`config.mk`:
```
export PLATFORM = sky130hd
export DESIGN_NAME = argb_alpha_blend_pixel
export DESIGN_NICKNAME = d
export VERILOG_FILES = /design/src/rtl/aab_pkg.sv /design/src/rtl/aab_decode.sv /design/src/rtl/aab_mul.sv /design/src/rtl/aab_div.sv /design/src/rtl/argb_alpha_blend_pixel.sv
export SDC_FILE = /design/constraint.sdc
export NUM_CORES = 2
export LEC_CHECK = 0
export BUFFER_PORTS_ARGS = -buffer_cell sky130_fd_sc_hd__buf_2
export CAP_MARGIN = 5
export CORE_MARGIN = 2
export CORE_UTILIZATION = 58
export DETAILED_ROUTE_END_ITERATION = 10
export PLACE_DENSITY = 0.8
export SYNTH_ARGS = -nofsm -noshare
export SYNTH_HDL_FRONTEND = slang
export SYNTH_SLANG_ARGS = --single-unit
```
`constraint.sdc`:
```
create_clock -name i_clk -period 5.3 [get_ports i_clk]
set_input_delay 0 -clock i_clk [delete_from_list [all_inputs] [get_ports i_clk]]
set_output_delay 0 -clock i_clk [all_outputs]
set_load 0.05 [all_outputs]
```
`src/rtl/aab_pkg.sv`:
```
// Package for the ARGB8888 alpha blend pixel unit.
// Holds the payload structs, stage structs, mode codes and the divide-by-255 helper.
// No dependencies.
`default_nettype none

package aab_pkg;

    localparam logic [1:0] MODE_COPY = 2'd0;
    localparam logic [1:0] MODE_BLIT = 2'd1;
    localparam logic [1:0] MODE_FILL = 2'd2;

    localparam logic [1:0] CFG_MODE         = 2'd0;
    localparam logic [1:0] CFG_GLOBAL_ALPHA = 2'd1;
    localparam logic [1:0] CFG_FILL_COLOR   = 2'd2;

    localparam logic [7:0] ALPHA_OPAQUE = 8'hff;
    localparam logic [7:0] ALPHA_CLEAR  = 8'h00;

    typedef enum logic [1:0] {
        OP_SKIP,
        OP_SRC,
        OP_BLEND
    } t_op;

    typedef struct packed {
        logic [31:0] src_pixel;
        logic [31:0] dst_pixel;
    } t_in_item;

    typedef struct packed {
        logic [31:0] out_pixel;
        logic        write_enable;
    } t_out_item;

    typedef struct packed {
        t_op         op;
        logic [7:0]  alpha;
        logic [23:0] color;
        logic [31:0] src;
        logic [31:0] dst;
    } t_s1;

    typedef struct packed {
        t_op         op;
        logic [7:0]  dst_a;
        logic [15:0] a_num;
        logic [15:0] r_sum;
        logic [15:0] g_sum;
        logic [15:0] b_sum;
        logic [31:0] src;
        logic [31:0] dst;
    } t_s2;

    // Floor of x / 255, exact for x up to 65279.
    function automatic logic [7:0] div255(input logic [15:0] x);
        logic [16:0] t;
        t = {1'b0, x} + 17'd1 + {9'd0, x[15:8]};
        return t[15:8];
    endfunction

endpackage

`default_nettype wire

```
`src/rtl/aab_decode.sv`:
```
// First stage: resolves the mode into an operation and the effective alpha.
// Depends on aab_pkg.
`default_nettype none

module aab_decode
    import aab_pkg::*;
(
    input  wire logic       i_clk,
    input  wire logic       i_rst_n,
    input  wire logic       i_en,
    input  wire logic       i_valid,
    input  wire t_in_item   i_data,
    input  wire logic [1:0] i_mode,
    input  wire logic [7:0] i_global_alpha,
    input  wire logic [31:0] i_fill_color,
    output logic            o_valid,
    output t_s1             o_data
);

    logic        r_valid;
    t_s1         r_data;
    t_s1         n_data;
    logic [15:0] ga_prod;
    logic [7:0]  src_a;
    logic [7:0]  eff_a;

    always_comb begin
        src_a   = i_data.src_pixel[31:24];
        ga_prod = {8'd0, src_a} * {8'd0, i_global_alpha};
        eff_a   = (i_global_alpha == ALPHA_OPAQUE) ? src_a : ga_prod[15:8];
        n_data.src   = i_data.src_pixel;
        n_data.dst   = i_data.dst_pixel;
        n_data.op    = OP_SKIP;
        n_data.alpha = eff_a;
        n_data.color = i_data.src_pixel[23:0];
        case (i_mode)
            MODE_COPY: begin
                n_data.op = OP_SRC;
            end
            MODE_BLIT: begin
                if (eff_a == ALPHA_OPAQUE) begin
                    n_data.op = OP_SRC;
                end else if (eff_a != ALPHA_CLEAR) begin
                    n_data.op = OP_BLEND;
                end
            end
            MODE_FILL: begin
                n_data.alpha = i_fill_color[31:24];
                n_data.color = i_fill_color[23:0];
                if (i_fill_color[31:24] != ALPHA_CLEAR) begin
                    n_data.op = OP_BLEND;
                end
            end
            default: begin
                n_data.op = OP_SKIP;
            end
        endcase
    end

    always_ff @(posedge i_clk) begin
        if (!i_rst_n) begin
            r_valid <= 1'b0;
        end else if (i_en) begin
            r_valid <= i_valid;
        end
    end

    always_ff @(posedge i_clk) begin
        if (i_en) begin
            r_data <= n_data;
        end
    end

    assign o_valid = r_valid;
    assign o_data  = r_data;

endmodule

`default_nettype wire

```
`src/rtl/aab_mul.sv`:
```
// Second stage: forms the alpha and color products of the blend.
// Depends on aab_pkg.
`default_nettype none

module aab_mul
    import aab_pkg::*;
(
    input  wire logic i_clk,
    input  wire logic i_rst_n,
    input  wire logic i_en,
    input  wire logic i_valid,
    input  wire t_s1  i_data,
    output logic      o_valid,
    output t_s2       o_data
);

    logic [7:0] inv_a;
    logic [7:0] inv_da;
    logic       r_valid;
    t_s2        r_data;
    t_s2        n_data;

    always_comb begin
        inv_a  = ALPHA_OPAQUE - i_data.alpha;
        inv_da = ALPHA_OPAQUE - i_data.dst[31:24];
        n_data.op    = i_data.op;
        n_data.src   = i_data.src;
        n_data.dst   = i_data.dst;
        n_data.dst_a = i_data.dst[31:24];
        n_data.a_num = {8'd0, inv_da} * {8'd0, i_data.alpha};
        n_data.r_sum = {8'd0, i_data.color[23:16]} * {8'd0, i_data.alpha}
                     + {8'd0, i_data.dst[23:16]} * {8'd0, inv_a};
        n_data.g_sum = {8'd0, i_data.color[15:8]} * {8'd0, i_data.alpha}
                     + {8'd0, i_data.dst[15:8]} * {8'd0, inv_a};
        n_data.b_sum = {8'd0, i_data.color[7:0]} * {8'd0, i_data.alpha}
                     + {8'd0, i_data.dst[7:0]} * {8'd0, inv_a};
    end

    always_ff @(posedge i_clk) begin
        if (!i_rst_n) begin
            r_valid <= 1'b0;
        end else if (i_en) begin
            r_valid <= i_valid;
        end
    end

    always_ff @(posedge i_clk) begin
        if (i_en) begin
            r_data <= n_data;
        end
    end

    assign o_valid = r_valid;
    assign o_data  = r_data;

endmodule

`default_nettype wire

```
`src/rtl/aab_div.sv`:
```
// Third stage: divides the products by 255 and selects the result item.
// Depends on aab_pkg.
`default_nettype none

module aab_div
    import aab_pkg::*;
(
    input  wire logic i_clk,
    input  wire logic i_rst_n,
    input  wire logic i_en,
    input  wire logic i_valid,
    input  wire t_s2  i_data,
    output logic      o_valid,
    output t_out_item o_data
);

    logic      r_valid;
    t_out_item r_data;
    t_out_item n_data;
    logic [7:0] blend_a;

    always_comb begin
        blend_a = i_data.dst_a + div255(i_data.a_num);
        case (i_data.op)
            OP_SRC: begin
                n_data.out_pixel    = i_data.src;
                n_data.write_enable = 1'b1;
            end
            OP_BLEND: begin
                n_data.out_pixel    = {blend_a, div255(i_data.r_sum),
                                       div255(i_data.g_sum), div255(i_data.b_sum)};
                n_data.write_enable = 1'b1;
            end
            default: begin
                n_data.out_pixel    = i_data.dst;
                n_data.write_enable = 1'b0;
            end
        endcase
    end

    always_ff @(posedge i_clk) begin
        if (!i_rst_n) begin
            r_valid <= 1'b0;
        end else if (i_en) begin
            r_valid <= i_valid;
        end
    end

    always_ff @(posedge i_clk) begin
        if (i_en) begin
            r_data <= n_data;
        end
    end

    assign o_valid = r_valid;
    assign o_data  = r_data;

    a_skip_keeps_dst: assert property (@(posedge i_clk) disable iff (!i_rst_n)
        (i_en && i_valid && i_data.op == OP_SKIP)
            |=> (r_data.out_pixel == $past(i_data.dst) && !r_data.write_enable))
        else $error("skipped item does not return the destination pixel");

    a_write_on_src: assert property (@(posedge i_clk) disable iff (!i_rst_n)
        (i_en && i_valid && i_data.op == OP_SRC)
            |=> (r_data.out_pixel == $past(i_data.src) && r_data.write_enable))
        else $error("copied item does not return the source pixel");

    a_hold_when_off: assert property (@(posedge i_clk) disable iff (!i_rst_n)
        !i_en |=> (r_valid == $past(r_valid)))
        else $error("output stage changed while held");

endmodule

`default_nettype wire

```
`src/rtl/argb_alpha_blend_pixel.sv`:
```
// Top level of the ARGB8888 source-over alpha blend unit: config registers and stage control.
// Depends on aab_pkg, aab_decode, aab_mul and aab_div.
//
//   channel  | valid       | stall        | payload
//   ---------+-------------+--------------+----------------------------
//   input    | i_in_valid  | o_in_stall   | i_in_data  (t_in_item)
//   output   | o_out_valid | i_out_stall  | o_out_data (t_out_item)
//   config   | i_cfg_we    | none         | i_cfg_idx, i_cfg_data
//
// Each item passes three register stages: decode, multiply and divide.
// An accepted item moves from the decode register through the multiply register into the output register.
// One item is accepted every cycle while the output is not stalled.
// Reset clears all valid bits and loads mode copy, global alpha 255 and fill color 0.
// A stalled output holds its stage; earlier stages keep moving into empty slots.
`default_nettype none

module argb_alpha_blend_pixel
    import aab_pkg::*;
(
    input  wire logic        i_clk,
    input  wire logic        i_rst_n,
    input  wire logic        i_in_valid,
    input  wire t_in_item    i_in_data,
    output logic             o_in_stall,
    output logic             o_out_valid,
    output t_out_item        o_out_data,
    input  wire logic        i_out_stall,
    input  wire logic        i_cfg_we,
    input  wire logic [1:0]  i_cfg_idx,
    input  wire logic [31:0] i_cfg_data
);

    logic [1:0]  r_mode;
    logic [7:0]  r_global_alpha;
    logic [31:0] r_fill_color;

    logic s1_valid;
    logic s2_valid;
    t_s1  s1_data;
    t_s2  s2_data;
    logic en1;
    logic en2;
    logic en3;

    always_ff @(posedge i_clk) begin
        if (!i_rst_n) begin
            r_mode         <= MODE_COPY;
            r_global_alpha <= ALPHA_OPAQUE;
            r_fill_color   <= 32'd0;
        end else if (i_cfg_we) begin
            case (i_cfg_idx)
                CFG_MODE:         r_mode         <= i_cfg_data[1:0];
                CFG_GLOBAL_ALPHA: r_global_alpha <= i_cfg_data[7:0];
                CFG_FILL_COLOR:   r_fill_color   <= i_cfg_data;
                default: begin
                end
            endcase
        end
    end

    assign en3        = !o_out_valid || !i_out_stall;
    assign en2        = !s2_valid || en3;
    assign en1        = !s1_valid || en2;
    assign o_in_stall = !en1;

    aab_decode u_decode (
        .i_clk          (i_clk),
        .i_rst_n        (i_rst_n),
        .i_en           (en1),
        .i_valid        (i_in_valid),
        .i_data         (i_in_data),
        .i_mode         (r_mode),
        .i_global_alpha (r_global_alpha),
        .i_fill_color   (r_fill_color),
        .o_valid        (s1_valid),
        .o_data         (s1_data)
    );

    aab_mul u_mul (
        .i_clk   (i_clk),
        .i_rst_n (i_rst_n),
        .i_en    (en2),
        .i_valid (s1_valid),
        .i_data  (s1_data),
        .o_valid (s2_valid),
        .o_data  (s2_data)
    );

    aab_div u_div (
        .i_clk   (i_clk),
        .i_rst_n (i_rst_n),
        .i_en    (en3),
        .i_valid (s2_valid),
        .i_data  (s2_data),
        .o_valid (o_out_valid),
        .o_data  (o_out_data)
    );

    a_reset_empty: assert property (@(posedge i_clk)
        !i_rst_n |=> (!o_out_valid && !s1_valid && !s2_valid))
        else $error("pipeline not empty after reset");

    a_accept_fills: assert property (@(posedge i_clk) disable iff (!i_rst_n)
        (i_in_valid && !o_in_stall) |=> s1_valid)
        else $error("accepted item missing from first stage");

    a_stall_full: assert property (@(posedge i_clk) disable iff (!i_rst_n)
        o_in_stall |-> (s1_valid && s2_valid && o_out_valid))
        else $error("input stalled while pipeline has room");

endmodule

`default_nettype wire
```
==> impl_results.md <==
- Status: finished with violations
- Failing checks: negative setup slack
- Die width: ~230 um
- GR Overflow Total: 0
- Reg2reg end: u_mul.o_data[94]
- Die area: 51,900 um2
- Hold Path Cell Cnt: 2
- Setup ws final: -323 ps
- R2R setup slack: -320 ps
- Post-synthesis cell area: 29,100 um2
- CTS tree: yes
- Clock Root Buffer: clkbuf_16
- Chip height: 228 um
- Largest net degree at the start of global routing: 67
- Sequential element share of the synthesized area: ~30%
- CP arrival: ~6000 ps
- Vias in the first global route: ~24,000
- DRT antenna net count: 0
- YS warnings: 0
- FFs w/ async S/R, synth: 0%
- Clk buf depth: 3
- Max cap viols: 0
- Most used cell, CP: fa_1
- Gr usage total: 30.3%
- Initial antenna violation count: 4
- Worst-margin pin slew: between 1000 and 1500 ps
- Final clock skew: between 30 and 40 ps
- I/O Buffers: ~140
- Initial core utilization: approximately three fifths
- Fillcell total: 3,281
- Top cells by area, synth: edfxtp_1 (27%), fa_1 (25%), ha_1 (13%)
- FF+latch area: between 8000 and 9000 um2
- Final WL: 79.0 mm
- Worst skew pair latency: about 580 ps
- Reg2reg path depth: 21
- Cell row count: 82
- Crit path required time: between 5000 and 6000 ps
- Crit-path max FO: 8
- Fin crit share: 106%
- Multi-input logic area: around 19,000 um2
- Critical Path Max Stage Delay: approximately 560 ps
- Drt drc: 0
- Post-DR vias/cell: 5.61
- Unrepaired setup endpoints after global routing: yes
- Critical Path Start Type: flip-flop
- Max-slew violations: 0
- DR pass1 iterations: 5
- CP Capture Type: flip-flop
- Synthesis-stage register bit count: approximately 310
- Fmax: between 150 and 200 MHz
- EDFF count, synth: between 200 and 300
- H-tree levels: 2
- Worst Hold Endpoint: r_global_alpha[1]
- HP Start: i_rst_n
- Final setup viols: 17
- Number of DRC markers in iteration 0: between 1,500 and 2,000
- Yosys top cell area share: 27.0%
- Ys flop type: edfxtp_1
- Share of layout cells above drive strength 1: between 20% and 30%
- Num CTS Buffers: 36
- Nets: slightly below 4,000
- Cells after synthesis: about 2,700
- I/O Pins: approximately 140
- Final Hold Fails: 0
- Crit-path slowest cell: fa_1
- Mapped Avg Cell Area: 10.6 um2
- Fin crit period: ~5600 ps
- Worst Path Class, Setup: reg2reg
- Wire length per cell: slightly above 20 um
- Layout area overhead: 22.7%
- Hold Slack: approximately 53 ps
- Core Box Area: approximately 50,000 um2
- Synth area leader: edfxtp_1
- Via Count: around 22,000
- Worst-path cell chain: buf_6 -> buf_16 -> and2_1 -> fa_1 -> ha_1 -> inv_1 -> fa_1 -> inv_1 -> fa_1 -> fa_1 -> inv_1 -> fa_1 -> inv_2 -> ha_4 -> a21oi_4 -> nor2b_1 -> o21a_1 -> o311a_1 -> nor2_1 -> a21oi_1 -> xor2_1
- Netlist cell types: 71
- Slew HR: between 20% and 30%
- Clk pin slew, worst setup/hold paths: 70 ps
- Hold crit path type: in2reg
- Clock sinks: around 300
- Post-DP HPWL: 54.7 mm
- GP Congestion: ~0.9
- Worst r2r src: u_decode.o_data[89]
- First-pass GRT wire length: approximately 120 mm
==> flip-flops by register name, indices dropped and copies added, names as in the netlist <==
| signal | count |
|---|---|
| r_mode | 2 |
| r_fill_color | 32 |
| r_global_alpha | 8 |
| u_mul.o_valid | 1 |
| u_decode.o_data | 98 |
| u_div.o_data | 33 |
| u_mul.o_data | 130 |
| u_div.o_valid | 1 |
| u_decode.o_valid | 1 |
==> how the worst max path moves through the flow <==
stage | from | to | slack [ps] | cells after the start
after floorplan | u_decode.o_data[89] | u_mul.o_data[79] | -110 | 17
after global placement | u_decode.o_data[91] | u_mul.o_data[79] | -290 | 20
after detailed placement | u_decode.o_data[89] | u_mul.o_data[95] | -420 | 19
after CTS | u_decode.o_data[92] | u_mul.o_data[93] | -200 | 22
after global routing | u_decode.o_data[92] | u_mul.o_data[93] | -440 | 22
final | u_decode.o_data[89] | u_mul.o_data[94] | -320 | 21
==> critical path: cells and delay by family (launching register included) <==
family | cells | cell delay [ps]
and+or+nand+nor | 3 | 340
AOI/OAI and AO/OA | 4 | 840
DFF | 1 | 460
xor gates and xnor gates | 1 | 150
buffers and inverters | 6 | 560
adders and majority gates | 7 | 2980
==> through the flow <==
step                      worst slack [ps]  setup TNS [ps]  instance area [um2]  cells  utilization [%]
after global placement                -292           -2700                31800   3644             63.9
final                                 -323           -3190                35700   3869             71.7
after CTS                             -196           -1530                35100   3851             70.5
after detailed placement              -417           -4350                31800   3644             63.9
after floorplan                       -108            -145                29200   2739                -
after global routing                  -441           -6120                35700   3868             71.7
==> cells in the mapped netlist (49+ instances only) <==
master    count
xnor2_1      63
inv_1       500
fa_1        360
edfxtp_1    261
clkbuf_1     83
and2_1      130
nor2b_1     181
nor2_1       49
nand2b_1     83
nand2_1     265
ha_1        292
a21oi_1      49
==> per-layer routing <==
| metal | routed length (um) | global-route usage, % |
|---|---|---|
| met1 | 29400 | 37.2 |
| met2 | 38600 | 51.3 |
| met3 | 6470 | 5.61 |
| met4 | 4610 | 15.7 |
| met5 | 22 | 0 |
==> cells by family (layout without fill, tap and decap cells) <==
| kind of cell | Yosys count | in the layout | synth area share, % |
|---|---|---|---|
| other | 1 | 6 | 0.0129 |
| buffers and inverters | 589 | 1044 | 7.64 |
| XOR/XNOR | 92 | 92 | 2.77 |
| adder cells (fa/ha/maj) | 652 | 652 | 37.4 |
| AO/OA/AOI/OAI | 242 | 242 | 5.83 |
| AND/OR/NAND/NOR | 822 | 822 | 15.0 |
| multiplexers | 33 | 33 | 1.27 |
| flip-flops | 306 | 306 | 30.1 |
==> final cells by class <==
type / instances / share of cell area [%]
multi-input cells: 1844 / 53.5
inverters: 500 / 5.28
clock inverters: 17 / 0.484
clock buffers: 47 / 2.85
flip-flops and latches: 306 / 24.5
well taps: 672 / 2.36
repair buffers: 480 / 11.0
diodes: 3 / 0.0210
==> repair_timing <==
item	in CTS	in global routing
cloned	5	0
pin swaps	78	78
setup endpoints to repair	21	24
gates resized for setup	147	120
setup buffers	39	18
hold buffers	100	0
endpoints found under the hold margin	133	0
==> layout by cell type, fill, tap and decap left out, drive strengths merged, types with 33 or more instances in the layout <==
master and instances:
nor2 49, xnor2 63, a21boi 37, nand2b 83
nor2b 181, a21oi 49, clkbuf 47, dlygate4sd3 100
nand2 265, and2 137, o21ai 36, dfxtp 45
edfxtp 261, nand3 33, fa 360, buf 377
ha 292, inv 502
Power is not shown: default switching activity piles up to over one toggle a cycle in this logic, so the estimate is an artifact.
